===== config.mk =====
export PLATFORM = sky130hd
export DESIGN_NAME = encoder_frame_tracker
export DESIGN_NICKNAME = d
export VERILOG_FILES = /design/src/design/eft_pkg.sv /design/src/design/eft_div.sv /design/src/design/encoder_frame_tracker.sv
export SDC_FILE = /design/constraint.sdc
export NUM_CORES = 2
export LEC_CHECK = 0
export BUFFER_PORTS_ARGS = -buffer_cell sky130_fd_sc_hd__buf_2
export CAP_MARGIN = 20
export CORE_UTILIZATION = 56
export DETAILED_ROUTE_END_ITERATION = 10
export PLACE_DENSITY = 0.69
export SYNTH_ARGS = -nofsm -noshare
export SYNTH_HDL_FRONTEND = slang
export SYNTH_SLANG_ARGS = --single-unit
export TNS_END_PERCENT = 50

===== constraint.sdc =====
create_clock -name clk_i -period 10.36 [get_ports clk_i]
set_clock_uncertainty 0.15 [all_clocks]
set_input_delay 0 -clock clk_i [delete_from_list [all_inputs] [get_ports clk_i]]
set_output_delay 0 -clock clk_i [all_outputs]
set_load 0.02 [all_outputs]

===== src/design/eft_pkg.sv =====
`timescale 1ns / 1ps
`default_nettype none

package eft_pkg;

  localparam int unsigned ChannelsDefault = 8;

  // Stream payload widths
  localparam int unsigned InDataW  = 88;
  localparam int unsigned InUserW  = 2;
  localparam int unsigned OutDataW = 104;
  localparam int unsigned OutUserW = 1;

  // Configuration port
  localparam int unsigned CfgIdxW  = 1;
  localparam int unsigned CfgDataW = 24;
  localparam logic [CfgIdxW-1:0] CFG_CHANNEL_COUNT = 1'b0;
  localparam logic [CfgIdxW-1:0] CFG_CHANNEL_TYPES = 1'b1;

  // Speed calculation
  localparam int unsigned NumW     = 28;
  localparam int unsigned DivisorW = 31;
  localparam int unsigned RpmW     = 15;
  localparam int unsigned KW       = 15;
  localparam logic [NumW-1:0] RPM_NUMERATOR = 28'd234375000;
  localparam int unsigned StepW    = 5;

  localparam logic [2:0] ERROR_LIMIT = 3'd5;
  localparam logic [2:0] ERROR_MAX   = 3'd7;

  typedef enum logic [1:0] {
    ACT_FRAME  = 2'd0,
    ACT_FAIL   = 2'd1,
    ACT_SETCNT = 2'd2,
    ACT_NONE   = 2'd3
  } act_e;

  typedef enum logic [2:0] {
    ST_IDLE,
    ST_LOAD,
    ST_MUL,
    ST_DIV,
    ST_FIN
  } state_e;

  typedef struct packed {
    logic busy;
    logic done;
  } div_stat_t;

  // Motor type to speed constant
  function automatic logic [KW-1:0] type_const(input logic [2:0] kind);
    logic [KW-1:0] k;
    case (kind)
      3'd0:    k = 15'd7514;
      3'd1:    k = 15'd19600;
      3'd2:    k = 15'd12250;
      3'd3:    k = 15'd8167;
      default: k = 15'd9800;
    endcase
    return k;
  endfunction

endpackage

`default_nettype wire


===== src/design/eft_div.sv =====
`timescale 1ns / 1ps
`default_nettype none

// Restoring divider of the fixed rpm numerator, one quotient bit per cycle.
module eft_div
  import eft_pkg::*;
(
  input  wire logic                clk_i,
  input  wire logic                rst_ni,
  input  wire logic                start_i,
  input  wire logic [DivisorW-1:0] divisor_i,
  output logic      [NumW-1:0]     quotient_o,
  output div_stat_t                status_o
);

  logic [DivisorW-1:0] rem_q, rem_d;
  logic [NumW-1:0]     quo_q, quo_d;
  logic [StepW-1:0]    step_q, step_d;
  logic                busy_q, busy_d;
  logic                done_q, done_d;
  logic [DivisorW:0]   trial;
  logic [DivisorW+1:0] diff;

  assign trial = {rem_q, quo_q[NumW-1]};
  assign diff  = {1'b0, trial} - {2'b00, divisor_i};

  always_comb begin
    rem_d  = rem_q;
    quo_d  = quo_q;
    step_d = step_q;
    busy_d = busy_q;
    done_d = 1'b0;
    if (start_i) begin
      rem_d  = '0;
      quo_d  = RPM_NUMERATOR;
      step_d = '0;
      busy_d = 1'b1;
    end else if (busy_q) begin
      // keep the trial difference when it does not go negative
      if (!diff[DivisorW+1]) begin
        rem_d = diff[DivisorW-1:0];
        quo_d = {quo_q[NumW-2:0], 1'b1};
      end else begin
        rem_d = trial[DivisorW-1:0];
        quo_d = {quo_q[NumW-2:0], 1'b0};
      end
      step_d = step_q + 1'b1;
      if (step_q == StepW'(NumW - 1)) begin
        busy_d = 1'b0;
        done_d = 1'b1;
      end
    end
  end

  always_ff @(posedge clk_i or negedge rst_ni) begin
    if (!rst_ni) begin
      busy_q <= 1'b0;
      done_q <= 1'b0;
      step_q <= '0;
    end else begin
      busy_q <= busy_d;
      done_q <= done_d;
      step_q <= step_d;
    end
  end

  always_ff @(posedge clk_i) begin
    rem_q <= rem_d;
    quo_q <= quo_d;
  end

  assign quotient_o      = quo_q;
  assign status_o.busy   = busy_q;
  assign status_o.done   = done_q;

endmodule

`default_nettype wire


===== src/design/encoder_frame_tracker.sv =====
`timescale 1ns / 1ps
`default_nettype none

// Encoder frame tracker: keeps count, speed and bus error state of up to
// CHANNELS motor encoders.
// Input stream: one beat per event; tuser carries the action (read frame,
// failed access, set logical count), tdata the channel and its arguments.
// Output stream: exactly one beat per input beat, describing the channel
// after the update, plus a rediscovery request flag.
// Configuration: cfg_we_i writes channel_count (index 0) or channel_types
// (index 1); write only while no beat is in flight.
// Most beats pass through a load step and a finishing step before tvalid
// rises; a frame on a valid, primed channel with nonzero velocity also runs
// a multiply step and the shared restoring divider, which works bit by bit.
// The input takes one beat at a time: tready is high only while the
// sequencer is idle.
// A finished result sits in the output register; if the receiver stalls, the
// next beat may be taken and worked on, and it waits at its last step until
// the output register is free.
// Reset clears all channel state, the error count and both configuration registers.
module encoder_frame_tracker
  import eft_pkg::*;
#(
  parameter int unsigned CHANNELS = ChannelsDefault
) (
  input  wire logic                clk_i,
  input  wire logic                rst_ni,
  input  wire logic                cfg_we_i,
  input  wire logic [CfgIdxW-1:0]  cfg_idx_i,
  input  wire logic [CfgDataW-1:0] cfg_data_i,
  input  wire logic                s_axis_tvalid_i,
  output logic                     s_axis_tready_o,
  // channel[2:0], frame_data[50:3], error_flags[54:51], timed_out[55],
  // new_count[87:56]
  input  wire logic [InDataW-1:0]  s_axis_tdata_i,
  // action[1:0]
  input  wire logic [InUserW-1:0]  s_axis_tuser_i,
  output logic                     m_axis_tvalid_o,
  input  wire logic                m_axis_tready_i,
  // channel_out[2:0], relative_count[34:3], count_diff[66:35],
  // velocity[82:67], rpm[97:83], rediscover[98], zero[103:99]
  output logic [OutDataW-1:0]      m_axis_tdata_o,
  // channel_valid[0]
  output logic [OutUserW-1:0]      m_axis_tuser_o
);

  localparam int unsigned IdxW = (CHANNELS > 1) ? $clog2(CHANNELS) : 1;

  state_e state_q, state_d;

  logic [3:0]          chan_count_q;
  logic [CfgDataW-1:0] chan_types_q;

  // per-channel state and the shared error count
  logic [31:0]     raw_q    [CHANNELS];
  logic [31:0]     offset_q [CHANNELS];
  logic [31:0]     delta_q  [CHANNELS];
  logic [15:0]     vel_q    [CHANNELS];
  logic [RpmW-1:0] rpm_q    [CHANNELS];
  logic [CHANNELS-1:0] primed_q;
  logic [2:0]      errs_cnt_q;

  // item held for the whole sequence
  act_e        act_q;
  logic [2:0]  ch_q;
  logic [47:0] frame_q;
  logic [3:0]  eflags_q;
  logic        tmo_q;
  logic [31:0] want_q;

  logic [DivisorW-1:0] prod_q;
  logic                need_div_q;

  logic [OutDataW-1:0] m_data_q;
  logic                m_user_q;
  logic                m_valid_q;

  logic            in_fire;
  logic            div_start;
  logic            fin_fire;
  logic            out_free;
  logic [IdxW-1:0] idx;
  logic            valid;
  logic [31:0]     cnt;
  logic [15:0]     vel;
  logic [KW-1:0]   kconst;
  logic            need_div;
  logic [NumW-1:0] quotient;
  div_stat_t       div_stat;

  // values after the update
  logic [31:0]     raw_n, offset_n, delta_n;
  logic [15:0]     vel_n;
  logic [RpmW-1:0] rpm_n;
  logic            primed_n;
  logic [2:0]      errs_cnt_n;
  logic            redisc;
  logic [31:0]     rel_n;

  assign in_fire  = s_axis_tvalid_i && s_axis_tready_o;
  assign out_free = !m_valid_q || m_axis_tready_i;
  assign idx      = ch_q[IdxW-1:0];
  assign valid    = ({1'b0, ch_q} < 4'(CHANNELS)) && ({1'b0, ch_q} < chan_count_q);
  assign cnt      = {frame_q[31:24], frame_q[23:16], frame_q[47:40], frame_q[39:32]};
  assign vel      = frame_q[15:0];
  assign kconst   = type_const(chan_types_q[3*ch_q +: 3]);
  assign need_div = (act_q == ACT_FRAME) && valid && primed_q[idx] && (vel != 16'd0);

  eft_div u_div (
    .clk_i      (clk_i),
    .rst_ni     (rst_ni),
    .start_i    (div_start),
    .divisor_i  (prod_q),
    .quotient_o (quotient),
    .status_o   (div_stat)
  );

  // next state
  always_comb begin
    state_d = state_q;
    unique case (state_q)
      ST_IDLE: if (in_fire) state_d = ST_LOAD;
      ST_LOAD: state_d = need_div ? ST_MUL : ST_FIN;
      ST_MUL:  state_d = ST_DIV;
      ST_DIV:  if (div_stat.done) state_d = ST_FIN;
      ST_FIN:  if (out_free) state_d = ST_IDLE;
      default: state_d = ST_IDLE;
    endcase
  end

  // sequencer outputs
  always_comb begin
    s_axis_tready_o = 1'b0;
    div_start       = 1'b0;
    fin_fire        = 1'b0;
    unique case (state_q)
      ST_IDLE: s_axis_tready_o = 1'b1;
      ST_MUL:  div_start = 1'b1;
      ST_FIN:  fin_fire = out_free;
      default: ;
    endcase
  end

  // channel and bus update
  always_comb begin
    raw_n      = raw_q[idx];
    offset_n   = offset_q[idx];
    delta_n    = delta_q[idx];
    vel_n      = vel_q[idx];
    rpm_n      = rpm_q[idx];
    primed_n   = primed_q[idx];
    errs_cnt_n = errs_cnt_q;
    redisc     = 1'b0;
    case (act_q)
      ACT_FRAME: begin
        if (valid) begin
          if (primed_q[idx]) begin
            delta_n = cnt - raw_q[idx];
            rpm_n   = need_div_q ? quotient[RpmW-1:0] : '0;
          end
          vel_n      = vel;
          raw_n      = cnt;
          primed_n   = 1'b1;
          errs_cnt_n = '0;
        end
      end
      ACT_FAIL: begin
        redisc = tmo_q;
        if (eflags_q != 4'd0 && errs_cnt_q != ERROR_MAX) begin
          errs_cnt_n = errs_cnt_q + 1'b1;
          if (errs_cnt_n == ERROR_LIMIT) redisc = 1'b1;
        end
      end
      ACT_SETCNT: begin
        if (valid) offset_n = raw_q[idx] - want_q;
      end
      default: ;
    endcase
    rel_n = raw_n - offset_n;
  end

  always_ff @(posedge clk_i or negedge rst_ni) begin
    if (!rst_ni) begin
      state_q      <= ST_IDLE;
      chan_count_q <= '0;
      chan_types_q <= '0;
      errs_cnt_q   <= '0;
      m_valid_q    <= 1'b0;
      primed_q     <= '0;
      for (int i = 0; i < CHANNELS; i++) begin
        raw_q[i]    <= '0;
        offset_q[i] <= '0;
        delta_q[i]  <= '0;
        vel_q[i]    <= '0;
        rpm_q[i]    <= '0;
      end
    end else begin
      state_q <= state_d;
      if (cfg_we_i) begin
        unique case (cfg_idx_i)
          CFG_CHANNEL_COUNT: chan_count_q <= cfg_data_i[3:0];
          CFG_CHANNEL_TYPES: chan_types_q <= cfg_data_i;
          default: ;
        endcase
      end
      if (fin_fire) m_valid_q <= 1'b1;
      else if (m_axis_tready_i) m_valid_q <= 1'b0;
      if (fin_fire) begin
        errs_cnt_q <= errs_cnt_n;
        if (valid) begin
          raw_q[idx]    <= raw_n;
          offset_q[idx] <= offset_n;
          delta_q[idx]  <= delta_n;
          vel_q[idx]    <= vel_n;
          rpm_q[idx]    <= rpm_n;
          primed_q[idx] <= primed_n;
        end
      end
    end
  end

  always_ff @(posedge clk_i) begin
    if (in_fire) begin
      act_q    <= act_e'(s_axis_tuser_i);
      ch_q     <= s_axis_tdata_i[2:0];
      frame_q  <= s_axis_tdata_i[50:3];
      eflags_q <= s_axis_tdata_i[54:51];
      tmo_q    <= s_axis_tdata_i[55];
      want_q   <= s_axis_tdata_i[87:56];
    end
    if (state_q == ST_LOAD) begin
      prod_q     <= DivisorW'({16'd0, vel} * {16'd0, kconst});
      need_div_q <= need_div;
    end
    if (fin_fire) begin
      // invalid channels report zeros in the count, velocity and rpm fields
      m_user_q <= valid;
      m_data_q <= {5'd0, redisc,
                   valid ? rpm_n : {RpmW{1'b0}},
                   valid ? vel_n : 16'd0,
                   valid ? delta_n : 32'd0,
                   valid ? rel_n : 32'd0,
                   ch_q};
    end
  end

  assign m_axis_tvalid_o = m_valid_q;
  assign m_axis_tdata_o  = m_data_q;
  assign m_axis_tuser_o  = m_user_q;

  a_busy_after_accept: assert property (@(posedge clk_i) disable iff (!rst_ni)
    in_fire |=> !s_axis_tready_o)
    else $error("input taken while an item is in flight");

  a_done_only_in_div: assert property (@(posedge clk_i) disable iff (!rst_ni)
    (div_stat.busy || div_stat.done) |-> (state_q == ST_DIV))
    else $error("divider active outside the divide step");

  a_result_from_fin: assert property (@(posedge clk_i) disable iff (!rst_ni)
    $rose(m_valid_q) |-> $past(state_q == ST_FIN))
    else $error("result raised without a finishing step");

  a_invalid_zero: assert property (@(posedge clk_i) disable iff (!rst_ni)
    (m_valid_q && !m_user_q) |-> (m_data_q[97:3] == '0))
    else $error("invalid channel reports nonzero fields");

endmodule

`default_nettype wire

==> metrics list <==
- Result of the run: finished clean
- Fin worst setup slack: 1065 ps
- The min-delay analysis places its worst path in the category in2reg.
- For this run, global-route usage on met2 was measured as 0.5192.
- In the routed design, unresolved DRC markers number 0.
- For this run, asynchronously set or reset flops after synthesis account for 0.7914.
- Main area contributors after synthesis: sky130_fd_sc_hd__dfrtp_1, sky130_fd_sc_hd__edfxtp_1, sky130_fd_sc_hd__o21ai_0, sky130_fd_sc_hd__nand2_1, sky130_fd_sc_hd__fa_1
- Summed over all nets, the half-perimeter wirelength after detailed placement is 129,600 µm.
- Floorplan row count: 127
* Final GP Congestion: 0.9148
* Global routing usage summed across all routing layers: 0.3425
* Antenna violations before repair: 9
- Skew-Pair Late Insertion Delay: 790 ps
* Crit path DAT: 9660 ps
- The number of slew-limit violations in the final report is 0.
- Top Usage Layer GRT: met2
* Post-synth EDFFs: 222
- Derived from the worst setup path, the maximum achievable clock frequency is 0.1076 GHz.
- Core Region: 120,000 µm²
- Starting density of the core: 0.5651
* Number of DRC markers in iteration 0: 5,269
- Summed over all layers, the global routing overflow is 0.
- After detailed routing, the average wire length per cell comes to 23.30 µm.
- After clock tree synthesis, the flow added hold-fix buffers numbering 240.
- Setup_tns: 0 ps
* Post-Synthesis Cells: 6,932
- After clock tree synthesis, the clock-pin slew on the worst setup and hold paths is 60 ps.
- Before antenna repair, the detailed router went through 6 iterations.
- Number of setup violations in the final report: 0
* Clock net sink count: 1,347
- The longest clock path from root to sink contains 3 buffers.
- Growth of design area from synthesis to finish: 14.15%
- DRT Wirelength: 207,800 µm
- Vias in the first global route: 52,781
- Prior to clock tree synthesis, the placed netlist has a worst setup slack of 1175 ps.
- Maximum number of pins on one net before global-route repair: 191
- Yosys cell types: 78
- For this run, the leading register cell type out of synthesis is sky130_fd_sc_hd__dfrtp_1.
- Slew at the pin closest to its max-slew limit: 1167 ps
- Counting stages on the worst path, the most repeated cell is sky130_fd_sc_hd__fa_1.
- Dividing the detail-routed via count by the number of cells gives 6.057.
* Number of hold violations in the final report: 0
* Grt met1 use: 0.5030
- After clock tree synthesis, the repair step resized 0 gates.
- Number of levels the H-tree was split into: 4
* CTS tree: built
* Yosys warnings: 0
* Slowest cell delay on critical path: 640 ps
- Register cell area after layout: 34,530 µm²
- Die Span Y: 349.9 µm
- The first global-routing pass estimated 320,500 µm of wire.
- Critical Path Sink Type: flip-flop
- Summing all multi-input logic gate instances after layout gives 30,210 µm².
- Worst relative slew slack: 0.2175
* Net count, final: 7,717
- In this run the tool buffered the top-level ports with 221 buffer cells.
- For the finished layout, the period the worst path requires is 9295 ps.
- 227 I/O pins were placed.
* Cell at the slowest stage of the critical path: sky130_fd_sc_hd__nor2_1
- In this run, CTS created clock tree buffers numbering 143.
- By startpoint and endpoint, the worst setup path is classified as reg2reg.
- Die X: 349.9 µm
- Period utilization: 0.8972
* Via total after detailed routing: 54,022
- Setup fix buffers added after clock tree synthesis: 0
- The worst setup path is launched from a flip-flop.
- The tool flagged a number of max-cap violations equal to 0.
- The die covers 122,500 µm².
- Layout cell share with drive strength beyond 1: 0.08666
- GR met3 Demand/Resource: 0.06315
- In this run the cell area of the synthesized design comes to 67,800 µm².
- In this run the worst path has a maximum fanout of 15.
- In this run the mean area of a mapped cell was 9.780 µm².
- Count of fill cells added during filler insertion: 9,675
- Synth area leader: sky130_fd_sc_hd__dfrtp_1
- At the worst endpoint, the required time is 10,720 ps.
* Register bit total from synthesis: 1,347
- Share of the yosys chip area belonging to registers: 0.5092
* Post-route ant nets: 0
- Buffer type at the clock tree root: sky130_fd_sc_hd__clkbuf_16
* RSZ-0062 raised after global routing: no
* Area share of the largest cell type after synthesis: 0.3935
-- cells in the mapped netlist (51+ instances only) --
library cell and instances:
sky130_fd_sc_hd__edfxtp_1 222, sky130_fd_sc_hd__a21o_1 73, sky130_fd_sc_hd__inv_1 405, sky130_fd_sc_hd__a22oi_1 285, sky130_fd_sc_hd__o21ai_1 97, sky130_fd_sc_hd__nor2_1 332
sky130_fd_sc_hd__o21ai_0 1093, sky130_fd_sc_hd__a221oi_1 103, sky130_fd_sc_hd__a22o_1 93, sky130_fd_sc_hd__clkbuf_1 378, sky130_fd_sc_hd__dfxtp_1 59, sky130_fd_sc_hd__fa_1 184
sky130_fd_sc_hd__mux2i_1 71, sky130_fd_sc_hd__dfrtp_1 1066, sky130_fd_sc_hd__xnor2_1 77, sky130_fd_sc_hd__a31oi_1 51, sky130_fd_sc_hd__a21oi_1 198, sky130_fd_sc_hd__nand2_1 1248
sky130_fd_sc_hd__ha_1 225, sky130_fd_sc_hd__nand4_1 66
-- path summary, 6_finish.rpt --
| kind | from | endpoint | slack [ps] | cells past startpoint |
|---|---|---|---|---|
| max | ch_q[0] | prod_q[30] | 1070 | 28 |
| min | cfg_idx_i | chan_count_q[1] | 130 | 5 |
| max reg2reg | ch_q[0] | prod_q[30] | 1070 | 28 |
| min reg2reg | offset_q[89] | offset_q[89] | 330 | 2 |
| max in group asynchronous | rst_ni | u_div.busy_q | 7870 | 5 |
| min in group asynchronous | rst_ni | offset_q[161] | 320 | 4 |
-- kinds of logic (layout without fill, tap and decap cells) --
kind of cell	Yosys count	after routing	share of synthesized area
buffers and inverters	850	1218	0.04761
XOR/XNOR	125	125	0.01615
multiplexers	121	121	0.01945
AO/OA/AOI/OAI	2171	2171	0.1939
flip-flops	1347	1347	0.5092
other	1	8	0.00005531
AND/OR/NAND/NOR	1908	1908	0.1178
adder cells (fa/ha/maj)	409	409	0.09586
-- stage by stage --
stage | utilization | hold slack, ps | cell area [µm²] | std cells
2_1_floorplan | - | -445.6 | 67810 | 6936
3_3_place_gp | 0.5853 | -116.4 | 70210 | 8413
3_5_place_dp | 0.5853 | -114.3 | 70210 | 8413
4_1_cts | 0.6447 | 40.89 | 77350 | 8914
5_1_grt | 0.6450 | 176.5 | 77380 | 8916
6_report | 0.6451 | 131.0 | 77390 | 8919
-- cell type report --
cell class,count,area share
Sequential cell,1347,0.4461
Multi-Input combinational cell,4739,0.3903
Timing Repair Buffer,551,0.05678
Clock buffer,202,0.05332
Tap cell,1612,0.02606
Inverter,406,0.01969
Clock inverter,59,0.007615
Antenna cell,3,0.00009700
-- cells in the final DEF (no fill, tap or decap), types with 29 or more instances in the layout --
master	netlist	final
sky130_fd_sc_hd__nand2_1	1248	1240
sky130_fd_sc_hd__o21ai_0	1093	1093
sky130_fd_sc_hd__dfrtp_1	1066	1065
sky130_fd_sc_hd__inv_1	405	405
sky130_fd_sc_hd__nor2_1	332	326
sky130_fd_sc_hd__a22oi_1	285	285
sky130_fd_sc_hd__dlygate4sd3_1	0	239
sky130_fd_sc_hd__ha_1	225	225
sky130_fd_sc_hd__edfxtp_1	222	222
sky130_fd_sc_hd__buf_2	12	220
sky130_fd_sc_hd__a21oi_1	198	198
sky130_fd_sc_hd__fa_1	184	184
sky130_fd_sc_hd__clkbuf_16	0	148
sky130_fd_sc_hd__a221oi_1	103	103
sky130_fd_sc_hd__o21ai_1	97	97
sky130_fd_sc_hd__a22o_1	93	93
sky130_fd_sc_hd__xnor2_1	77	77
sky130_fd_sc_hd__buf_4	6	76
sky130_fd_sc_hd__a21o_1	73	73
sky130_fd_sc_hd__mux2i_1	71	71
sky130_fd_sc_hd__nand4_1	66	66
sky130_fd_sc_hd__dfxtp_1	59	59
sky130_fd_sc_hd__a31oi_1	51	51
sky130_fd_sc_hd__xor2_1	48	48
sky130_fd_sc_hd__mux2_2	46	46
sky130_fd_sc_hd__a211oi_1	40	40
sky130_fd_sc_hd__nand2b_1	39	39
sky130_fd_sc_hd__nand3_1	39	39
sky130_fd_sc_hd__clkbuf_1	378	32
sky130_fd_sc_hd__and2_1	33	29
-- critical path, delay by kind of cell (launching register included) --
family | cells | cell delay [ps]
fa+ha+maj | 7 | 3110
simple gates | 5 | 2350
compound gates | 11 | 2280
buf+inv | 4 | 740
flops | 1 | 350
xor+xnor | 1 | 80
-- sequential cells by signal, summed over array words and instances (netlist names), 2 cells and up --
signal	count
delta_q	256
offset_q	256
raw_q	256
vel_q	128
rpm_q	120
m_axis_tdata_o	99
frame_q	48
want_q	32
prod_q	31
u_div.rem_q	31
u_div.quotient_o	28
chan_types_q	24
primed_q	8
u_div.step_q	5
chan_count_q	4
eflags_q	4
ch_q	3
errs_cnt_q	3
state_q	3
act_q	2
-- routing by layer --
metal,vias up,wire (µm)
met3,351,17450
li1,24652,-
met4,8,5449
met5,-,43
met1,26789,91580
met2,2222,93280
Power is left out: the tool's default activity adds up to more than one toggle a clock period on the data nets, which glitch-free logic cannot reach.
